===== config.mk =====
export PLATFORM = sky130hd
export DESIGN_NAME = text_console_cursor_engine_core
export DESIGN_NICKNAME = d
export VERILOG_FILES = /design/src/sv/tcce_pkg.sv /design/src/sv/text_console_cursor_engine_core.sv /design/src/sv/tcce_in_reg.sv /design/src/sv/tcce_cursor.sv /design/src/sv/tcce_out_queue.sv
export SDC_FILE = /design/constraint.sdc
export NUM_CORES = 1
export LEC_CHECK = 0
export CAP_MARGIN = 20
export CELL_PAD_IN_SITES_DETAIL_PLACEMENT = 1
export CELL_PAD_IN_SITES_GLOBAL_PLACEMENT = 1
export CORE_UTILIZATION = 55
export CTS_CLUSTER_SIZE = 16
export DETAILED_ROUTE_END_ITERATION = 7
export DONT_BUFFER_PORTS = 1
export MAX_ROUTING_LAYER = met4
export PLACE_DENSITY_LB_ADDON = 0.25
export SYNTH_ARGS = -nofsm -noshare
export SYNTH_HDL_FRONTEND = slang
export SYNTH_HIERARCHICAL = 1
export SYNTH_SLANG_ARGS = --single-unit

===== constraint.sdc =====
create_clock -name clk -period 31.1 [get_ports clk]
set_input_delay 0 -clock clk [delete_from_list [all_inputs] [get_ports clk]]
set_output_delay 0 -clock clk [all_outputs]
set_load 0.005 [all_outputs]

===== src/sv/tcce_pkg.sv =====
// Shared types and constants for the text console cursor engine.
`timescale 1ns / 1ps

package tcce_pkg;

  localparam int GLYPH_HEIGHT = 16;
  localparam int GLYPH_WIDTH  = GLYPH_HEIGHT / 2;

  localparam int XY_W     = 13;
  localparam int ROWS_W   = 9;
  localparam int TAB_W    = 9;
  localparam int COLOR_W  = 24;
  localparam int CHAR_W   = 8;
  localparam int CFG_W    = 13;
  localparam int XY_MAX   = (1 << XY_W) - 1;
  localparam int ROWS_MAX = (1 << ROWS_W) - 1;

  typedef enum logic [1:0] {
    KIND_DRAW   = 2'd0,
    KIND_SCROLL = 2'd1,
    KIND_CLEAR  = 2'd2
  } kind_t;

  typedef struct packed {
    logic [XY_W-1:0]  screen_width;
    logic [XY_W-1:0]  screen_height;
    logic [TAB_W-1:0] tab_step;
  } cfg_t;

  typedef struct packed {
    logic               cmd;
    logic [CHAR_W-1:0]  char_code;
    logic [COLOR_W-1:0] color;
  } item_t;

  typedef struct packed {
    kind_t               kind;
    logic [XY_W-1:0]     pos_x;
    logic [XY_W-1:0]     pos_y;
    logic [CHAR_W-1:0]   glyph;
    logic [COLOR_W-1:0]  draw_color;
    logic [ROWS_W-1:0]   scroll_rows;
    logic                last;
  } result_t;

  // Results of one item: how many (0 to 2), then in output order.
  typedef struct packed {
    logic [1:0] num;
    result_t    first;
    result_t    second;
  } push_t;

endpackage


===== src/sv/text_console_cursor_engine_core.sv =====
// Top level of the text console cursor engine: ports, configuration registers and stage wiring.
`timescale 1ns / 1ps

// The engine takes one character or clear command per transfer on the slave side and
// emits draw-cell, scroll and clear commands on the master side. An accepted item is
// registered in the input stage, then its cursor update and results are worked out
// combinationally and loaded into the result register, whose head is offered on the
// master side. An item waits in the input stage while earlier results still fill the
// result register. Tab, newline without scroll and a backspace in the top-left
// corner produce no result and retire even while the result register is full.
// Sustained rate is one item per cycle while the master side takes one transfer per
// cycle. The result register delivers one transfer per cycle, so an item that scrolls
// and then draws holds it for both transfers, and the next item that has results waits
// in the input stage until the scroll has gone out. Configuration is a plain write port
// (0 screen_width, 1 screen_height, 2 tab_step) and must only be written while the
// engine is idle. Glyph cells are GLYPH_HEIGHT pixels high and half that wide; the
// row count is screen_height divided by the cell height.
module text_console_cursor_engine_core (
  input  logic        clk,
  input  logic        rst,
  // Slave side. tdata: char_code [7:0], color [31:8]. tuser: cmd.
  input  logic        s_tvalid,
  output logic        s_tready,
  input  logic [31:0] s_tdata,
  input  logic        s_tuser,
  // Master side. tdata: pos_x [12:0], pos_y [25:13], glyph [33:26],
  // draw_color [57:34], scroll_rows [66:58], zero [71:67]. tuser: kind.
  output logic        m_tvalid,
  input  logic        m_tready,
  output logic [71:0] m_tdata,
  output logic [1:0]  m_tuser,
  output logic        m_tlast,
  // Configuration write port.
  input  logic        cfg_we,
  input  logic [1:0]  cfg_index,
  input  logic [12:0] cfg_data
);

  localparam logic [1:0] REG_SCREEN_WIDTH  = 2'd0;
  localparam logic [1:0] REG_SCREEN_HEIGHT = 2'd1;
  localparam logic [1:0] REG_TAB_STEP      = 2'd2;

  tcce_pkg::cfg_t    cfg;
  tcce_pkg::item_t   in_item;
  tcce_pkg::item_t   item;
  tcce_pkg::push_t   push;
  tcce_pkg::result_t result;
  logic              in_full;
  logic              room;
  logic              commit;

  // Configuration registers; writes to an index past the list are ignored.
  always_ff @(posedge clk) begin
    if (rst) begin
      cfg.screen_width  <= 13'd1024;
      cfg.screen_height <= 13'd768;
      cfg.tab_step      <= 9'd32;
    end else if (cfg_we) begin
      case (cfg_index)
        REG_SCREEN_WIDTH:  cfg.screen_width  <= cfg_data;
        REG_SCREEN_HEIGHT: cfg.screen_height <= cfg_data;
        REG_TAB_STEP:      cfg.tab_step      <= cfg_data[tcce_pkg::TAB_W-1:0];
        default: begin
        end
      endcase
    end
  end

  assign in_item.cmd       = s_tuser;
  assign in_item.char_code = s_tdata[7:0];
  assign in_item.color     = s_tdata[31:8];

  // An item retires when its results fit in the result register, or it has none.
  assign commit = in_full && ((push.num == 2'd0) || room);

  tcce_in_reg u_in_reg (
    .clk      (clk),
    .rst      (rst),
    .in_valid (s_tvalid),
    .in_ready (s_tready),
    .in_item  (in_item),
    .retire   (commit),
    .full     (in_full),
    .item     (item)
  );

  tcce_cursor u_cursor (
    .clk    (clk),
    .rst    (rst),
    .cfg    (cfg),
    .item   (item),
    .commit (commit),
    .push   (push)
  );

  tcce_out_queue u_out_queue (
    .clk        (clk),
    .rst        (rst),
    .load       (commit && (push.num != 2'd0)),
    .push       (push),
    .room       (room),
    .out_valid  (m_tvalid),
    .out_ready  (m_tready),
    .out_result (result)
  );

  assign m_tuser = result.kind;
  assign m_tlast = result.last;
  assign m_tdata = {5'b0, result.scroll_rows, result.draw_color, result.glyph,
                    result.pos_y, result.pos_x};

endmodule


===== src/sv/tcce_in_reg.sv =====
// Input register stage: holds one accepted item until the cursor logic retires it.
`timescale 1ns / 1ps

module tcce_in_reg (
  input  logic            clk,
  input  logic            rst,
  input  logic            in_valid,
  output logic            in_ready,
  input  tcce_pkg::item_t in_item,
  input  logic            retire,
  output logic            full,
  output tcce_pkg::item_t item
);

  // A slot that retires this cycle can take the next item at the same edge.
  assign in_ready = !full || retire;

  always_ff @(posedge clk) begin
    if (rst) begin
      full <= 1'b0;
    end else if (in_valid && in_ready) begin
      full <= 1'b1;
    end else if (retire) begin
      full <= 1'b0;
    end
  end

  always_ff @(posedge clk) begin
    if (in_valid && in_ready) begin
      item <= in_item;
    end
  end

endmodule


===== src/sv/tcce_cursor.sv =====
// Cursor state and the per-character update that yields draw, scroll and clear results.
`timescale 1ns / 1ps

module tcce_cursor (
  input  logic            clk,
  input  logic            rst,
  input  tcce_pkg::cfg_t  cfg,
  input  tcce_pkg::item_t item,
  input  logic            commit,
  output tcce_pkg::push_t push
);

  localparam logic [7:0] CH_BACKSPACE = 8'h08;
  localparam logic [7:0] CH_TAB       = 8'h09;
  localparam logic [7:0] CH_NEWLINE   = 8'h0A;
  localparam logic [7:0] CH_SPACE     = 8'h20;

  localparam int XW = tcce_pkg::XY_W;
  localparam int RW = tcce_pkg::ROWS_W;

  logic [XW-1:0] cursor_x, cursor_x_next;
  logic [XW-1:0] cursor_y, cursor_y_next;
  logic [RW-1:0] rows_in_use, rows_in_use_next;

  logic [RW-1:0] total;
  logic [XW:0]   y_down;
  logic [XW-1:0] y_down_sat;
  logic [XW:0]   x_tab;
  logic [RW-1:0] rows_inc;
  logic [RW-1:0] excess;
  logic [XW-1:0] up_nl;
  logic [XW-1:0] col0;
  logic [XW-1:0] row0;
  logic [XW:0]   bottom;
  logic [XW:0]   over;
  logic [RW:0]   needed;
  logic [XW:0]   up_ch;
  logic [XW-1:0] row_fin;
  logic [XW:0]   x_adv;

  tcce_pkg::result_t r0, r1;

  // Text rows that fit on the screen.
  assign total = RW'(cfg.screen_height / tcce_pkg::GLYPH_HEIGHT);

  // One row down from the current cursor, saturating at the coordinate limit.
  assign y_down     = {1'b0, cursor_y} + (XW+1)'(tcce_pkg::GLYPH_HEIGHT);
  assign y_down_sat = (y_down > (XW+1)'(tcce_pkg::XY_MAX)) ? XW'(tcce_pkg::XY_MAX)
                                                           : y_down[XW-1:0];

  assign x_tab = {1'b0, cursor_x} + (XW+1)'(cfg.tab_step);

  // Newline row bookkeeping.
  assign rows_inc = (rows_in_use != RW'(tcce_pkg::ROWS_MAX)) ? rows_in_use + 1'b1
                                                             : rows_in_use;
  assign excess   = rows_inc - total;
  assign up_nl    = XW'(excess * tcce_pkg::GLYPH_HEIGHT);

  // Printable character: wrap first, then see whether the cell leaves the screen.
  assign col0   = (cursor_x >= cfg.screen_width) ? '0 : cursor_x;
  assign row0   = (cursor_x >= cfg.screen_width) ? y_down_sat : cursor_y;
  assign bottom = {1'b0, row0} + (XW+1)'(tcce_pkg::GLYPH_HEIGHT);
  assign over   = bottom - {1'b0, cfg.screen_height};
  assign needed = (RW+1)'(({1'b0, over} + (XW+2)'(tcce_pkg::GLYPH_HEIGHT - 1))
                          / tcce_pkg::GLYPH_HEIGHT);
  assign up_ch  = (XW+1)'(needed * tcce_pkg::GLYPH_HEIGHT);
  assign row_fin = ({1'b0, row0} > up_ch) ? XW'({1'b0, row0} - up_ch) : '0;
  assign x_adv  = {1'b0, col0} + (XW+1)'(tcce_pkg::GLYPH_WIDTH);

  always_comb begin
    cursor_x_next    = cursor_x;
    cursor_y_next    = cursor_y;
    rows_in_use_next = rows_in_use;
    r0               = '0;
    r1               = '0;
    push.num         = 2'd0;

    if (item.cmd) begin
      cursor_x_next    = '0;
      cursor_y_next    = '0;
      rows_in_use_next = '0;
      r0.kind          = tcce_pkg::KIND_CLEAR;
      r0.last          = 1'b1;
      push.num         = 2'd1;
    end else begin
      case (item.char_code)
        CH_NEWLINE: begin
          cursor_x_next    = '0;
          cursor_y_next    = y_down_sat;
          rows_in_use_next = rows_inc;
          if (rows_inc > total) begin
            rows_in_use_next = total;
            cursor_y_next    = (y_down_sat > up_nl) ? y_down_sat - up_nl : '0;
            r0.kind          = tcce_pkg::KIND_SCROLL;
            r0.scroll_rows   = (excess < total) ? excess : total;
            r0.last          = 1'b1;
            push.num         = 2'd1;
          end
        end
        CH_TAB: begin
          cursor_x_next = (x_tab > (XW+1)'(tcce_pkg::XY_MAX)) ? XW'(tcce_pkg::XY_MAX)
                                                              : x_tab[XW-1:0];
        end
        CH_BACKSPACE: begin
          if (cursor_x != '0) begin
            cursor_x_next = (cursor_x > XW'(tcce_pkg::GLYPH_WIDTH))
                            ? cursor_x - XW'(tcce_pkg::GLYPH_WIDTH) : '0;
            r0.pos_x      = cursor_x_next;
            r0.pos_y      = cursor_y;
            r0.glyph      = CH_SPACE;
            r0.draw_color = item.color;
            r0.last       = 1'b1;
            push.num      = 2'd1;
          end else if (cursor_y >= XW'(tcce_pkg::GLYPH_HEIGHT)) begin
            // Column 0: step back to the last cell of the row above.
            cursor_x_next = (cfg.screen_width > XW'(tcce_pkg::GLYPH_WIDTH))
                            ? cfg.screen_width - XW'(tcce_pkg::GLYPH_WIDTH) : '0;
            cursor_y_next = cursor_y - XW'(tcce_pkg::GLYPH_HEIGHT);
            r0.pos_x      = cursor_x_next;
            r0.pos_y      = cursor_y_next;
            r0.glyph      = CH_SPACE;
            r0.draw_color = item.color;
            r0.last       = 1'b1;
            push.num      = 2'd1;
          end
        end
        default: begin
          cursor_x_next = (x_adv > (XW+1)'(tcce_pkg::XY_MAX)) ? XW'(tcce_pkg::XY_MAX)
                                                              : x_adv[XW-1:0];
          if (total == '0) begin
            // Screen lower than one cell: draw at the top and let downstream clip.
            cursor_y_next = '0;
            r0.pos_x      = col0;
            r0.pos_y      = '0;
            r0.glyph      = item.char_code;
            r0.draw_color = item.color;
            r0.last       = 1'b1;
            push.num      = 2'd1;
          end else if (bottom > {1'b0, cfg.screen_height}) begin
            cursor_y_next    = row_fin;
            rows_in_use_next = ({1'b0, rows_in_use} > needed)
                               ? RW'({1'b0, rows_in_use} - needed) : '0;
            r0.kind          = tcce_pkg::KIND_SCROLL;
            r0.scroll_rows   = (needed < {1'b0, total}) ? needed[RW-1:0] : total;
            r1.pos_x         = col0;
            r1.pos_y         = row_fin;
            r1.glyph         = item.char_code;
            r1.draw_color    = item.color;
            r1.last          = 1'b1;
            push.num         = 2'd2;
          end else begin
            cursor_y_next = row0;
            r0.pos_x      = col0;
            r0.pos_y      = row0;
            r0.glyph      = item.char_code;
            r0.draw_color = item.color;
            r0.last       = 1'b1;
            push.num      = 2'd1;
          end
        end
      endcase
    end

    push.first  = r0;
    push.second = r1;
  end

  always_ff @(posedge clk) begin
    if (rst) begin
      cursor_x    <= '0;
      cursor_y    <= '0;
      rows_in_use <= '0;
    end else if (commit) begin
      cursor_x    <= cursor_x_next;
      cursor_y    <= cursor_y_next;
      rows_in_use <= rows_in_use_next;
    end
  end

endmodule


===== src/sv/tcce_out_queue.sv =====
// Two-slot result register: the head drives the output, the second slot waits behind it.
`timescale 1ns / 1ps

module tcce_out_queue (
  input  logic              clk,
  input  logic              rst,
  input  logic              load,
  input  tcce_pkg::push_t   push,
  output logic              room,
  output logic              out_valid,
  input  logic              out_ready,
  output tcce_pkg::result_t out_result
);

  logic [1:0]        count;
  tcce_pkg::result_t head;
  tcce_pkg::result_t tail;
  logic              pop;

  assign pop        = out_valid && out_ready;
  assign out_valid  = (count != 2'd0);
  assign out_result = head;

  // New results only enter when the queue will be empty at this edge.
  assign room = (count == 2'd0) || ((count == 2'd1) && out_ready);

  always_ff @(posedge clk) begin
    if (rst) begin
      count <= 2'd0;
    end else if (load) begin
      count <= push.num;
    end else if (pop) begin
      count <= count - 2'd1;
    end
  end

  always_ff @(posedge clk) begin
    if (load) begin
      head <= push.first;
      tail <= push.second;
    end else if (pop) begin
      head <= tail;
    end
  end

endmodule


* Yosys cells after proc, flatten, opt, wreduce, memory -nomap -nowiden *
Cells that the tools add are included.

operators by class
  add/subtract/negate cells = 15
  magnitude comparators = 14
  eq/ne operators = 13
  muxes and demuxes = 63
  bitwise gates (word level) = 1
  reduce and logical (&&, ||, !) cells = 29

operator list
  kind                   number
  $mux 13                18
  $mux 58                4
  $mux 70                2
  $pmux 58 s2            1
  $mux 9                 10
  $pmux 13 s3            2
  $mux 67                1
  $gt 14x13->1 const B   3
  $pmux 9 s2             2
  $add 13x5->14 const B  2
  $gt 13x4->1 const B    2
  $sub 13x13->13         2
  $sub 13x4->13 const B  2
  $eq 8x4->1 const B     3
  $sub 9x9->9            2
  $mux 2                 8
  $add 13x4->14 const B  1
  $add 13x9->14          1
  $add 14x4->14 const B  1
  $gt 13x14->1           1
  $gt 14x13->1           1
  $sub 14x13->14         1
  $ge 13x13->1           1
  $ge 13x5->1 const B    1
  35 further kinds       63

word-level totals
  register bits = 235
  bits of input ports = 53

* Longest topological paths before layout *
  depth after elaboration = 16
  gate-level depth with buffers = 32
  mapped depth without buffers = 29

* Hierarchy *
Netlist, hierarchy kept.

by module, submodules not included
  module                           instances  cells each  area an instance (um2)  seq. area each (um2)
  tcce_cursor                      1          1,301       8,936.1                 700.7
  tcce_out_queue                   1          237         5,550.3                 4,244.1
  text_console_cursor_engine_core  1          145         1,505.2                 700.7
  tcce_in_reg                      1          38          1,046.0                 1,011.0

* Least setup slack after synthesis *
OpenSTA, ideal clock, no wires.

  path kind = register to register
  start = register, netlist name cfg[29]
  end = register u_out_queue.head (netlist bit u_out_queue/out_result[0]) (enable)
  setup time = 0.432 ns
  arrival time = 10.153 ns
  path slack = 20.515 ns
  cell stages (with the launch flop) = 30
  path through = dfxtp_1 -> inv_1 -> ha_1 -> and4_1 -> nand3_2 -> o211a_1 -> o21ai_1 -> clkbuf_1 -> nor2_1 -> a21oi_1 -> ha_1 -> o211a_1 -> o2111ai_1 -> xnor2_1 -> ha_1 -> nand3_1 -> nor2_1 -> o21ai_0 -> o221a_2 -> o21a_4 -> or4_4 -> buf_6 -> inv_1 -> buf_2 -> buf_4 -> nor2_1 -> nor2_1 -> buf_6 -> buf_12 -> or2_1

RTL lines
  element               line                  source
  end signal, assigned  tcce_out_queue.sv:39  head <= push.first;
  end signal, assigned  tcce_out_queue.sv:42  head <= tail;
  end, declared         tcce_out_queue.sv:16  tcce_pkg::result_t head;

* Worst setup path in the final report *
  start = register u_cursor.cursor_x[6]
  end = register u_cursor.cursor_y[0]

between the ends
  word-level cells in the longest chain between the ends = 12
  elaborated cells on any way between the ends = 24

RTL lines
  element                                                                 line                source
  start, declared                                                         tcce_cursor.sv:21   logic [XW-1:0] cursor_x, cursor_x_next;
  start signal, assigned                                                  tcce_cursor.sv:174  cursor_x <= cursor_x_next;
  parallel branches: the longest is 12 deep, another holds $add 13x5->14  --
  end signal, assigned                                                    tcce_cursor.sv:175  cursor_y <= cursor_y_next;
  end, declared                                                           tcce_cursor.sv:22   logic [XW-1:0] cursor_y, cursor_y_next;

Parallel ways; which one is timed is not known.
A chain may end at the register's enable or synchronous reset.

==> results_dict.tcl <==
set metrics [dict create \
    dieHeight_um 178 \
    grt_setup_unrepaired "false" \
    ys_warn_count 6 \
    hold_viol 0 \
    synth-async-reset-ratio_pct 0 \
    synth_fa_ha_area_share_pct 9.17 \
    clockRootBuffer "clkbuf_16" \
    period_share_pct 28.9 \
    ys.flop_type "edfxtp_1" \
    detail-route-antenna-nets 0 \
    p_leak_uw 0.00755 \
    vias 14200 \
    whs_ns 0.0530 \
    fin_crit_ns 8.98 \
    remaining_drc_errors 0 \
    post_cts_buffers 0 \
    initial_utilization_pct 55.8 \
    cts_tree "yes" \
    grt_max_degree 75 \
    post-route-util_pct 61.2 \
    total_power_uw 972 \
    clk_path_buf_depth 3 \
    dr.pass1.iters 8 \
    slew_headroom_pct 21.1 \
    fin_skew_ns 0.0235 \
    synth_area_per_cell_sq_um 9.90 \
    gr-usage-all-layers_pct 38.2 \
    synth_top_family_by_area "simple AND/OR/NAND/NOR gates" \
    arrival_ns 9.38 \
    place_hpwl_um 38900 \
    setup_tns_ns 0 \
    layout_common_cells "edfxtp_1, nor2_1, nand2_1, ha_1, inv_1" \
    maxCapViolations 0 \
    io_buffers 0 \
    hold_path.class "in2reg" \
    cts.sinks 246 \
    yosysSeqAreaShare_pct 39.1 \
    status "finished, final reports clean" \
    routedWlPerCell_um 27.5 \
    path_max_fanout 34 \
    synth_seq_cells 246 \
    htree_levels 1 \
    setup_violations 0 \
    final_nets 1908 \
    peakVddDrop_mv 0.0391 \
    finalWirelength_um 59200 \
    synth_xor_area_share_pct 4.58 \
    synth_compound_area_share_pct 14.9 \
    grt_overflow 0 \
    p_per_area_nw_per_um2 52.0 \
    core_area_sq_um 30500 \
    drt_iter0_drc 1503 \
    synth_cells 1721 \
    cts_made_buffers 26 \
    place_congestion 0.972 \
    critPathLaunchType "flop" \
    layout_commonest_cell "edfxtp_1" \
    max_freq_mhz 111 \
    routed_via_density 6.60 \
    synth-simple-area-share_pct 17.0 \
    grt_pass1_wl_um 89200 \
    muxShareOfSynthArea_pct 9.55 \
    antenna_found_initial 2 \
    slew_viol_final 0 \
    cp.required_ns 31.50 \
    syn-cell-area_sq_um 17000 \
    clkTransAtPathRegs_ns 0.06 \
    die_area_sq_um 31700 \
    synthToLayoutAreaGrowth_pct 9.58 \
    end_kind "flop" \
    synth-edff-count 173 \
    cts_hold_buffers 63 \
    n_fill_cell 3275 \
    num_rows 64 \
    fp.dieW_um 178 \
    clk_latency_ns 0.56 \
    io_pins 130 \
    cts_resized 0 \
    crit_type "reg2reg" \
    tightest_slew_ns 1.18 \
    synthDistinctLibCells 96 \
    grt_pass1_vias 14700 \
    final_layout_size_suffix_gt1_share_pct 9.04 \
]
## sequential cells by signal (all words and copies together), names as in the netlist
register / flops
u_out_queue/out_result: 70
cfg: 35
u_in_reg/item: 33
u_cursor/cursor_y: 13
u_out_queue/count: 2
u_out_queue/tail: 70
u_in_reg/full: 1
u_cursor/rows_in_use: 9
u_cursor/cursor_x: 13
## Yosys cell counts (54+ instances only)
cell | count | area share [%]
mux2_4 | 68 | 6.0
ha_1 | 108 | 7.9
o21ai_0 | 54 | 1.6
inv_1 | 94 | 2.1
nor2_1 | 138 | 3.0
edfxtp_1 | 173 | 30
and2_1 | 62 | 2.3
mux2i_1 | 56 | 3.3
clkbuf_1 | 57 | 1.3
nand2_1 | 124 | 2.7
xnor2_1 | 64 | 3.3
dfxtp_1 | 73 | 8.6
nand2b_1 | 63 | 2.3
a21oi_1 | 89 | 2.6
## layout make-up
class | count | area (sq um) | area share (%)
Antenna cell | 2 | 5.00 | 0.0268
Multi-Input combinational cell | 1291 | 9480 | 50.8
Timing Repair Buffer | 78 | 788 | 4.22
Tap cell | 396 | 495 | 2.65
Sequential cell | 246 | 6660 | 35.7
Clock inverter | 8 | 125 | 0.670
Clock buffer | 40 | 764 | 4.09
Inverter | 95 | 357 | 1.91
## worst max-delay path, stage by stage, from the launching register on
cell	delay (ns)
dfxtp_1	0.58
ha_1	0.33
a211o_1	0.30
a21oi_1	0.21
o211a_1	0.29
o21a_2	0.66
nor2_1	0.14
a21oi_1	0.58
ha_1	0.32
o21ai_0	0.16
xnor2_1	0.16
ha_1	0.24
fa_1	0.49
and3_1	0.22
a21boi_1	0.14
a211o_1	0.35
a31oi_1	0.45
inv_1	0.18
ha_1	0.36
nand3_1	0.12
nor2b_1	0.06
o311ai_0	0.64
a21oi_1	0.17
a2111oi_0	0.47
a2111o_1	0.26
a311oi_1	0.12
nor3b_1	0.68
nor2_1	0.13
## final timing paths
kind,from,to,slack (ns),cells past startpoint
setup / recovery,u_cursor/cursor_x[6]$_SDFFE_PP0P_,u_cursor/cursor_y[0]$_SDFFE_PP0P_,22.12,27
hold / removal,cfg_index[1],cfg[28]$_SDFFE_PP0P_,0.05,2
setup reg to reg,u_cursor/cursor_x[6]$_SDFFE_PP0P_,u_cursor/cursor_y[0]$_SDFFE_PP0P_,22.12,27
hold reg to reg,cfg[10]$_SDFFE_PP0P_,cfg[10]$_SDFFE_PP0P_,0.50,2
## kinds of logic (layout without fill, tap and decap cells)
| group | after synthesis | count (layout) |
|---|---|---|
| adder cells (fa/ha/maj) | 120 | 120 |
| AND/OR/NAND/NOR | 568 | 568 |
| multiplexers | 128 | 128 |
| other | 2 | 18 |
| XOR/XNOR | 89 | 89 |
| buffers and inverters | 198 | 221 |
| flip-flops | 246 | 246 |
| AO/OA/AOI/OAI | 370 | 370 |
## report_power, final
part	leakage (uW)	switching (uW)	total [uW]	internal (uW)
Sequential	0.00227	24.5	424	399
Combinational	0.00484	132	216	83.7
Clock	0.000435	138	332	194
## routing by layer
layer	routed length [um]	global-route usage, %	vias up	share of wire [%]
li1	-	-	6260	-
met1	23400	46.6	7036	40
met2	28300	62.9	743	48
met3	4640	5.97	182	7.8
met4	2860	15.9	0	4.8
met5	0	-	-	0
## per-stage QoR
step	std cells	setup slack [ns]	cell area, sq um
finish	2156	22.12	18700
global placement	2041	22.96	17100
global route	2156	21.67	18700
CTS	2153	22.39	18600
floorplan	1735	20.52	17100
detailed placement	2042	22.53	17100
No activity file was read; power rests on OpenSTA's default activity.
